--- src/sal_pkg.sv ---
// ----------------------------------------------------------------------------
// sal_pkg
// Shared request/status codes and the command and status bundles that pass
// between the list controller and its datapath.
// ----------------------------------------------------------------------------
package sal_pkg;

    // Item field widths
    localparam int REQ_W   = 3;
    localparam int POS_W   = 6;
    localparam int DATA_W  = 32;
    localparam int COUNT_W = 7;
    localparam int STAT_W  = 2;

    // Request types
    localparam logic [REQ_W-1:0] REQ_APPEND = 3'd0;
    localparam logic [REQ_W-1:0] REQ_INSERT = 3'd1;
    localparam logic [REQ_W-1:0] REQ_UPDATE = 3'd2;
    localparam logic [REQ_W-1:0] REQ_REMOVE = 3'd3;
    localparam logic [REQ_W-1:0] REQ_READ   = 3'd4;

    // Result status codes
    localparam logic [STAT_W-1:0] ST_OK    = 2'd0;
    localparam logic [STAT_W-1:0] ST_RANGE = 2'd1;
    localparam logic [STAT_W-1:0] ST_FULL  = 2'd2;

    // RAM write selects
    localparam logic [1:0] WR_NONE   = 2'd0;
    localparam logic [1:0] WR_APPEND = 2'd1;
    localparam logic [1:0] WR_POS    = 2'd2;
    localparam logic [1:0] WR_SHIFT  = 2'd3;

    // RAM read selects
    localparam logic [1:0] RD_NONE = 2'd0;
    localparam logic [1:0] RD_POS  = 2'd1;
    localparam logic [1:0] RD_DN   = 2'd2;
    localparam logic [1:0] RD_UP   = 2'd3;

    // Shift index updates
    localparam logic [2:0] IDX_HOLD  = 3'd0;
    localparam logic [2:0] IDX_COUNT = 3'd1;
    localparam logic [2:0] IDX_POS   = 3'd2;
    localparam logic [2:0] IDX_DEC   = 3'd3;
    localparam logic [2:0] IDX_INC   = 3'd4;

    // Controller to datapath
    typedef struct packed {
        logic              latch;
        logic [1:0]        wr_sel;
        logic [1:0]        rd_sel;
        logic [2:0]        idx_sel;
        logic              count_inc;
        logic              count_dec;
        logic              res_load;
        logic [STAT_W-1:0] res_status;
        logic              res_take_rdata;
        logic              out_load;
    } cmd_t;

    // Datapath to controller
    typedef struct packed {
        logic [REQ_W-1:0] req_type;
        logic             in_range;
        logic             full;
        logic             idx_at_pos;
        logic             idx_last;
        logic             out_free;
    } sts_t;

endpackage

--- src/shifting_array_list.sv ---
// ----------------------------------------------------------------------------
// shifting_array_list
// Ordered list of up to CAPACITY signed 32-bit entries with append, insert,
// update, remove and read, one result item per request item.
// ----------------------------------------------------------------------------
// The entries live in a single-port-write, single-port-read RAM, so one
// item is worked at a time. Each item is accepted, decoded and finished;
// a read also waits for the registered RAM data before it finishes. Insert
// at index p moves the entries from the tail down to p up by one, and remove
// moves the entries above p down by one: each moved entry costs one RAM read followed by one
// RAM write. The result sits in an output register, so the next item is
// taken while a finished result waits on out_stall. The entries need no
// clearing after reset; only entries below the count are ever read.
// ----------------------------------------------------------------------------
module shifting_array_list #(
    parameter int CAPACITY = 64
) (
    input  logic                        clk,
    input  logic                        rst_n,
    input  logic                        in_valid,
    output logic                        in_stall,
    input  logic [sal_pkg::REQ_W-1:0]   req_type,
    input  logic [sal_pkg::POS_W-1:0]   position,
    input  logic [sal_pkg::DATA_W-1:0]  item_value,
    output logic                        out_valid,
    input  logic                        out_stall,
    output logic [sal_pkg::DATA_W-1:0]  read_data,
    output logic [sal_pkg::COUNT_W-1:0] entry_count,
    output logic [sal_pkg::STAT_W-1:0]  status
);
    import sal_pkg::*;

    cmd_t cmd;
    sts_t sts;

    // Sequencer
    sal_ctrl u_ctrl (
        .clk      (clk),
        .rst_n    (rst_n),
        .in_valid (in_valid),
        .in_stall (in_stall),
        .sts      (sts),
        .cmd      (cmd)
    );

    // Storage and result path
    sal_dp #(
        .CAPACITY (CAPACITY)
    ) u_dp (
        .clk         (clk),
        .rst_n       (rst_n),
        .req_type    (req_type),
        .position    (position),
        .item_value  (item_value),
        .cmd         (cmd),
        .sts         (sts),
        .out_stall   (out_stall),
        .out_valid   (out_valid),
        .read_data   (read_data),
        .entry_count (entry_count),
        .status      (status)
    );

endmodule

--- src/sal_ram.sv ---
// ----------------------------------------------------------------------------
// sal_ram
// Generic single-clock RAM: one write port, one read port, registered read.
// ----------------------------------------------------------------------------
module sal_ram #(
    parameter int WIDTH = 32,
    parameter int DEPTH = 64
) (
    input  logic                     clk,
    input  logic                     wr_en,
    input  logic [$clog2(DEPTH)-1:0] wr_addr,
    input  logic [WIDTH-1:0]         wr_data,
    input  logic                     rd_en,
    input  logic [$clog2(DEPTH)-1:0] rd_addr,
    output logic [WIDTH-1:0]         rd_data
);

    logic [WIDTH-1:0] mem [DEPTH];
    logic [WIDTH-1:0] rd_data_reg;

    // Storage write
    always_ff @(posedge clk)
    begin
        if (wr_en)
        begin
            mem[wr_addr] <= wr_data;
        end
    end

    // Registered read
    always_ff @(posedge clk)
    begin
        if (rd_en)
        begin
            rd_data_reg <= mem[rd_addr];
        end
    end

    assign rd_data = rd_data_reg;

endmodule

--- src/sal_dp.sv ---
// ----------------------------------------------------------------------------
// sal_dp
// List datapath: request capture, entry RAM, count and shift index,
// result and output registers.
// ----------------------------------------------------------------------------
module sal_dp #(
    parameter int CAPACITY = 64
) (
    input  logic                          clk,
    input  logic                          rst_n,
    input  logic [sal_pkg::REQ_W-1:0]     req_type,
    input  logic [sal_pkg::POS_W-1:0]     position,
    input  logic [sal_pkg::DATA_W-1:0]    item_value,
    input  sal_pkg::cmd_t                 cmd,
    output sal_pkg::sts_t                 sts,
    input  logic                          out_stall,
    output logic                          out_valid,
    output logic [sal_pkg::DATA_W-1:0]    read_data,
    output logic [sal_pkg::COUNT_W-1:0]   entry_count,
    output logic [sal_pkg::STAT_W-1:0]    status
);
    import sal_pkg::*;

    localparam int AW  = $clog2(CAPACITY);
    localparam int CW  = $clog2(CAPACITY + 1);
    localparam int CW1 = CW + 1;
    localparam int WW  = (CW > POS_W) ? CW : POS_W;

    logic [REQ_W-1:0]   req_type_reg, req_type_next;
    logic [POS_W-1:0]   pos_reg, pos_next;
    logic [DATA_W-1:0]  val_reg, val_next;
    logic [CW-1:0]      count_reg, count_next;
    logic [CW-1:0]      idx_reg, idx_next;
    logic [STAT_W-1:0]  res_status_reg, res_status_next;
    logic [DATA_W-1:0]  res_data_reg, res_data_next;
    logic               out_valid_reg, out_valid_next;
    logic [DATA_W-1:0]  out_data_reg, out_data_next;
    logic [COUNT_W-1:0] out_count_reg, out_count_next;
    logic [STAT_W-1:0]  out_status_reg, out_status_next;

    logic               wr_en;
    logic [AW-1:0]      wr_addr;
    logic [DATA_W-1:0]  wr_data;
    logic               rd_en;
    logic [AW-1:0]      rd_addr;
    logic [DATA_W-1:0]  rd_data;

    logic [WW-1:0]      pos_w;
    logic [WW-1:0]      count_w;
    logic [WW-1:0]      idx_w;
    logic [CW-1:0]      idx_dn;
    logic [CW-1:0]      idx_up;

    // Entry storage
    sal_ram #(
        .WIDTH (DATA_W),
        .DEPTH (CAPACITY)
    ) u_ram (
        .clk     (clk),
        .wr_en   (wr_en),
        .wr_addr (wr_addr),
        .wr_data (wr_data),
        .rd_en   (rd_en),
        .rd_addr (rd_addr),
        .rd_data (rd_data)
    );

    // Index compares in a common width
    assign pos_w   = WW'(pos_reg);
    assign count_w = WW'(count_reg);
    assign idx_w   = WW'(idx_reg);
    assign idx_dn  = idx_reg - CW'(1);
    assign idx_up  = idx_reg + CW'(1);

    assign sts.req_type   = req_type_reg;
    assign sts.in_range   = pos_w < count_w;
    assign sts.full       = count_reg == CW'(CAPACITY);
    assign sts.idx_at_pos = idx_w == pos_w;
    assign sts.idx_last   = (CW1'(idx_reg) + CW1'(1)) >= CW1'(count_reg);
    assign sts.out_free   = !out_valid_reg || !out_stall;

    // RAM write port
    always_comb
    begin
        wr_en   = 1'b1;
        wr_addr = '0;
        wr_data = val_reg;
        case (cmd.wr_sel)
            WR_APPEND: wr_addr = AW'(count_reg);
            WR_POS:    wr_addr = AW'(pos_reg);
            WR_SHIFT:
            begin
                wr_addr = AW'(idx_reg);
                wr_data = rd_data;
            end
            default:   wr_en = 1'b0;
        endcase
    end

    // RAM read port
    always_comb
    begin
        rd_en   = 1'b1;
        rd_addr = '0;
        case (cmd.rd_sel)
            RD_POS:  rd_addr = AW'(pos_reg);
            RD_DN:   rd_addr = AW'(idx_dn);
            RD_UP:   rd_addr = AW'(idx_up);
            default: rd_en = 1'b0;
        endcase
    end

    // Request capture, count and shift index
    always_comb
    begin
        req_type_next = cmd.latch ? req_type   : req_type_reg;
        pos_next      = cmd.latch ? position   : pos_reg;
        val_next      = cmd.latch ? item_value : val_reg;

        count_next = count_reg;
        if (cmd.count_inc)
        begin
            count_next = count_reg + CW'(1);
        end
        else if (cmd.count_dec)
        begin
            count_next = count_reg - CW'(1);
        end

        case (cmd.idx_sel)
            IDX_COUNT: idx_next = count_reg;
            IDX_POS:   idx_next = CW'(pos_reg);
            IDX_DEC:   idx_next = idx_dn;
            IDX_INC:   idx_next = idx_up;
            default:   idx_next = idx_reg;
        endcase
    end

    // Result and output registers
    always_comb
    begin
        res_status_next = res_status_reg;
        res_data_next   = res_data_reg;
        if (cmd.res_load)
        begin
            res_status_next = cmd.res_status;
            res_data_next   = '0;
        end
        else if (cmd.res_take_rdata)
        begin
            res_data_next = rd_data;
        end

        out_valid_next  = out_valid_reg && out_stall;
        out_data_next   = out_data_reg;
        out_count_next  = out_count_reg;
        out_status_next = out_status_reg;
        if (cmd.out_load)
        begin
            out_valid_next  = 1'b1;
            out_data_next   = res_data_reg;
            out_count_next  = COUNT_W'(count_reg);
            out_status_next = res_status_reg;
        end
    end

    // Control state
    always_ff @(posedge clk or negedge rst_n)
    begin
        if (!rst_n)
        begin
            count_reg     <= '0;
            out_valid_reg <= 1'b0;
        end
        else
        begin
            count_reg     <= count_next;
            out_valid_reg <= out_valid_next;
        end
    end

    // Payload
    always_ff @(posedge clk)
    begin
        req_type_reg   <= req_type_next;
        pos_reg        <= pos_next;
        val_reg        <= val_next;
        idx_reg        <= idx_next;
        res_status_reg <= res_status_next;
        res_data_reg   <= res_data_next;
        out_data_reg   <= out_data_next;
        out_count_reg  <= out_count_next;
        out_status_reg <= out_status_next;
    end

    assign out_valid   = out_valid_reg;
    assign read_data   = out_data_reg;
    assign entry_count = out_count_reg;
    assign status      = out_status_reg;

endmodule

--- src/sal_ctrl.sv ---
// ----------------------------------------------------------------------------
// sal_ctrl
// List controller: decodes each item and steps the datapath through
// the entry shift, one RAM read and one RAM write per moved entry.
// ----------------------------------------------------------------------------
module sal_ctrl (
    input  logic          clk,
    input  logic          rst_n,
    input  logic          in_valid,
    output logic          in_stall,
    input  sal_pkg::sts_t sts,
    output sal_pkg::cmd_t cmd
);
    import sal_pkg::*;

    localparam logic [2:0] S_IDLE    = 3'd0;
    localparam logic [2:0] S_DECODE  = 3'd1;
    localparam logic [2:0] S_INS_RD  = 3'd2;
    localparam logic [2:0] S_INS_WR  = 3'd3;
    localparam logic [2:0] S_REM_RD  = 3'd4;
    localparam logic [2:0] S_REM_WR  = 3'd5;
    localparam logic [2:0] S_RD_WAIT = 3'd6;
    localparam logic [2:0] S_FINISH  = 3'd7;

    logic [2:0] state_reg, state_next;

    assign in_stall = state_reg != S_IDLE;

    // Next state and commands
    always_comb
    begin
        state_next         = state_reg;
        cmd                = '0;
        cmd.wr_sel         = WR_NONE;
        cmd.rd_sel         = RD_NONE;
        cmd.idx_sel        = IDX_HOLD;
        cmd.res_status     = ST_OK;

        case (state_reg)
            S_IDLE:
            begin
                if (in_valid)
                begin
                    cmd.latch  = 1'b1;
                    state_next = S_DECODE;
                end
            end

            S_DECODE:
            begin
                cmd.res_load = 1'b1;
                state_next   = S_FINISH;
                case (sts.req_type)
                    REQ_APPEND:
                    begin
                        if (sts.full)
                        begin
                            cmd.res_status = ST_FULL;
                        end
                        else
                        begin
                            cmd.wr_sel    = WR_APPEND;
                            cmd.count_inc = 1'b1;
                        end
                    end
                    REQ_INSERT:
                    begin
                        if (!sts.in_range)
                        begin
                            cmd.res_status = ST_RANGE;
                        end
                        else if (sts.full)
                        begin
                            cmd.res_status = ST_FULL;
                        end
                        else
                        begin
                            cmd.idx_sel = IDX_COUNT;
                            state_next  = S_INS_RD;
                        end
                    end
                    REQ_UPDATE:
                    begin
                        if (!sts.in_range)
                        begin
                            cmd.res_status = ST_RANGE;
                        end
                        else
                        begin
                            cmd.wr_sel = WR_POS;
                        end
                    end
                    REQ_REMOVE:
                    begin
                        if (!sts.in_range)
                        begin
                            cmd.res_status = ST_RANGE;
                        end
                        else
                        begin
                            cmd.idx_sel = IDX_POS;
                            state_next  = S_REM_RD;
                        end
                    end
                    REQ_READ:
                    begin
                        if (!sts.in_range)
                        begin
                            cmd.res_status = ST_RANGE;
                        end
                        else
                        begin
                            cmd.rd_sel = RD_POS;
                            state_next = S_RD_WAIT;
                        end
                    end
                    default:
                    begin
                        // unknown request: no change, plain ok
                    end
                endcase
            end

            // Insert: move entries up from the tail, then drop the value in
            S_INS_RD:
            begin
                if (sts.idx_at_pos)
                begin
                    cmd.wr_sel    = WR_POS;
                    cmd.count_inc = 1'b1;
                    state_next    = S_FINISH;
                end
                else
                begin
                    cmd.rd_sel = RD_DN;
                    state_next = S_INS_WR;
                end
            end

            S_INS_WR:
            begin
                cmd.wr_sel  = WR_SHIFT;
                cmd.idx_sel = IDX_DEC;
                state_next  = S_INS_RD;
            end

            // Remove: move entries down from the hole to the tail
            S_REM_RD:
            begin
                if (sts.idx_last)
                begin
                    cmd.count_dec = 1'b1;
                    state_next    = S_FINISH;
                end
                else
                begin
                    cmd.rd_sel = RD_UP;
                    state_next = S_REM_WR;
                end
            end

            S_REM_WR:
            begin
                cmd.wr_sel  = WR_SHIFT;
                cmd.idx_sel = IDX_INC;
                state_next  = S_REM_RD;
            end

            S_RD_WAIT:
            begin
                cmd.res_take_rdata = 1'b1;
                state_next         = S_FINISH;
            end

            S_FINISH:
            begin
                if (sts.out_free)
                begin
                    cmd.out_load = 1'b1;
                    state_next   = S_IDLE;
                end
            end

            default:
            begin
                state_next = S_IDLE;
            end
        endcase
    end

    always_ff @(posedge clk or negedge rst_n)
    begin
        if (!rst_n)
        begin
            state_reg <= S_IDLE;
        end
        else
        begin
            state_reg <= state_next;
        end
    end

endmodule

--- config.mk ---
export PLATFORM = sky130hd
export DESIGN_NAME = shifting_array_list
export DESIGN_NICKNAME = d
export VERILOG_FILES = /design/src/sal_pkg.sv /design/src/shifting_array_list.sv /design/src/sal_ram.sv /design/src/sal_dp.sv /design/src/sal_ctrl.sv
export SDC_FILE = /design/constraint.sdc
export NUM_CORES = 2
export LEC_CHECK = 0
export BUFFER_PORTS_ARGS = -buffer_cell sky130_fd_sc_hd__buf_2
export CORE_ASPECT_RATIO = 1.2
export CORE_UTILIZATION = 65
export DETAILED_ROUTE_END_ITERATION = 10
export HOLD_SLACK_MARGIN = 0.1
export PLACE_DENSITY = 0.8
export SLEW_MARGIN = 5
export SYNTH_ARGS = -nofsm -noshare
export SYNTH_HDL_FRONTEND = slang
export SYNTH_HIERARCHICAL = 1
export SYNTH_SLANG_ARGS = --single-unit
--- constraint.sdc ---
create_clock -name clk -period 8.9 [get_ports clk]
set_input_delay 1.78 -clock clk [delete_from_list [all_inputs] [get_ports clk]]
set_output_delay 1.78 -clock clk [all_outputs]
set_load 0.02 [all_outputs]
==> results.cfg <==
[flow_run]
cap_violations = 0

[layout]
layout_commonest_cell = edfxtp_1
nets = 4109
design_area_um2 = 95000
drive_gt1_share_pct = 28.2
top_register = u_dp/u_ram/mem
area.growth.synth_to_final_pct = 11.4
final_cell_mix = edfxtp_1, mux4_2, clkbuf_16
fin_cells = 5910
n_fill_cell = 6630
largest_reg_flops = 2048

[clocking]
cts_htree_levels = 4
cts_setup_buffers = 0
clkSlewWorstSetupHoldPaths_ns = 0.07
hold_buffers = 0
cts-root-buf = clkbuf_16
cts_buffers = 199
tritoncts = yes
cts_buffer_depth = 3
cts-resized-gates = 0
cts.sinks = 2214
clk_latency_ns = 0.85

[synth]
synth_fp_nets = 3899
yosysSeqAreaShare_pct = 77.6
synth-edff-count = 2171
ys_types = 74
syn_area_per_cell_um2 = 22.2
async_flop_share_pct = 0.497
synthTopCellsByArea = edfxtp_1, mux4_2, mux2i_1
yosysWarnings = 6
syn_inst = 3834
synth_top_area_share_pct = 76.5
synth.cell_area_um2 = 85200
synth_ff_type = edfxtp_1
yosys.area.top_type = edfxtp_1
ys_seq_elements = 2214

[timing]
hold_viol = 0
worst_slew_margin_rel_pct = 4.71
clock_skew_ns = 0.0318
period_needed_ns = 7.44
fin_crit_sh_pct = 83.6
fmax_mhz = 134
worstMarginPinSlew_ns = 1.43
tns_ns = 0
setup_viol = 0
hold-worst-slack_ns = 0.425
rsz0062_at_grt = false
slew_violations = 0

[floorplan]
die_h_um = 399
placementRows = 145
initial_core_util_pct = 65.5
io-pin-count = 88
core_um2 = 130000
die_area_um2 = 133000
die_w_um = 333

[global_routing]
antenna_found_initial = 14
grt_overflow = 0
grt_first_pass_wirelength_um = 324000
grt_pass1_vias = 44500
grt_max_degree = 115
grt_usage_pct = 35.4

[route]
first_pass_iters = 6
ant_nets = 0
wl_um = 231000
detail_route.iter0.violations = 7754
vias = 43700
via_per_inst = 7.40
drt_drc_violations_left = 0
wl_per_cell_um = 39.0

[setup_path]
path_cells = inv_1 > nor3_1 > xnor2_1 > inv_1 > ha_1 > a21oi_1 > nor2b_1 > a311oi_1 > o21ai_0 > o22a_1 > nor2_1 > nand2b_1 > o21ai_4 > buf_4 > buf_4 > mux4_2 > mux4_2 > o22ai_1 > nor2_1
cp-end-kind = flop
cpLargestDelayFamily = compound AO/OA/AOI/OAI gates
cp_max_fo = 47
regToRegSetupSlack_ns = 1.46
crit_arrival_ns = 8.02
max_stage_delay_ns = 0.75
slowest_stage = nor2_1
cp.required_ns = 9.48
critPathLaunchType = flop
crit_type = flop to flop
worst-path-buf-inv = 4

[pwr]
p_per_area_nw_per_um2 = 400
irDropWorstVdd_mv = 0.358
p_leak_nw = 29.4

[placed_design]
postPlaceCellArea_um2 = 88400
dp_hpwl_um = 119000
place_inst = 5532
gp_congestion = 0.867
portBuffers = 87

[hold_path]
hold_path.class = flop to flop

[outcome]
outcome = complete, no violations
==> layout make-up <==
type	count	area, µm²	share of cell area [%]
repair buffers	218	1560	1.64
clock inverters	135	1350	1.43
inverters	21	78.8	0.0830
diodes	4	10.0	0.0105
clock buffers	238	5170	5.44
multi-input cells	1390	18600	19.6
well taps	1690	2110	2.23
flip-flops and latches	2214	66100	69.6
==> where the power goes <==
group	internal (mW)	total (mW)	switching, mW
registers	14.3	14.9	0.654
clock network	4.81	8.66	3.85
logic	5.19	14.4	9.21
total	24.3	38.0	13.7
==> cells by family (layout without fill, tap and decap cells) <==
kind of cell    Yosys count  count (layout)  share of synthesized area (%)
other cells               0               4                              0
compound gates          285             285                           2.25
flops                  2214            2214                           77.6
buf+inv                 230             612                           1.29
fa+ha+maj                20              20                          0.302
mux                     713             713                           16.4
simple gates            351             351                           1.95
xor+xnor                 21              21                          0.216
==> per-stage QoR <==
step / util [%] / setup WS (ns) / total power [mW]
final: 73.0 / 1.46 / 38.0
after floorplan: - / 3.30 / 23.7
after global routing: 73.0 / 1.14 / 38.8
after CTS: 73.0 / 1.68 / 37.7
after detailed placement: 68.0 / 1.80 / 28.7
after global placement: 68.0 / 1.91 / 28.3
==> worst paths after layout <==
| kind | startpoint | end | cells after the start |
|---|---|---|---|
| worst max-delay path | u_dp/idx_reg[0]$_DFFE_PP_ | u_dp/u_ram/rd_data[27]$_DFFE_PP_ | 19 |
| worst min-delay path | u_dp/res_status_reg[1]$_DFFE_PP_ | u_dp/status[1]$_DFFE_PP_ | 0 |
| worst max register to register | u_dp/idx_reg[0]$_DFFE_PP_ | u_dp/u_ram/rd_data[27]$_DFFE_PP_ | 19 |
| worst min register to register | u_dp/res_status_reg[1]$_DFFE_PP_ | u_dp/status[1]$_DFFE_PP_ | 0 |
| max in group asynchronous | rst_n | u_dp/count_reg[2]$_DFFE_PN0P_ | 1 |
| min in group asynchronous | rst_n | u_dp/count_reg[1]$_DFFE_PN0P_ | 1 |
==> Yosys cell counts, drive strengths merged (11+ instances only) <==
cell type,number
o221ai,29
a22oi,14
o21ai,18
nor3,16
mux2,41
nor2,186
buf,125
edfxtp,2171
ha,19
dfxtp,32
a21oi,72
mux4,544
clkbuf,84
xor2,11
nor2b,21
o22ai,88
nand2b,18
nand3,13
nand2,44
inv,21
dfrtp,11
mux2i,128
==> layer usage <==
metal | vias to the layer above | track usage (%) | part of all wire [%] | wire, µm
li1 | 16600 | - | - | -
met1 | 22300 | 44.5 | 32 | 73500
met2 | 3957 | 57.2 | 49 | 112000
met3 | 862 | 8.50 | 13 | 29400
met4 | 6 | 20.5 | 6.6 | 15300
met5 | - | 0 | 0.015 | 35
No activity file was read; power rests on OpenSTA's default activity.
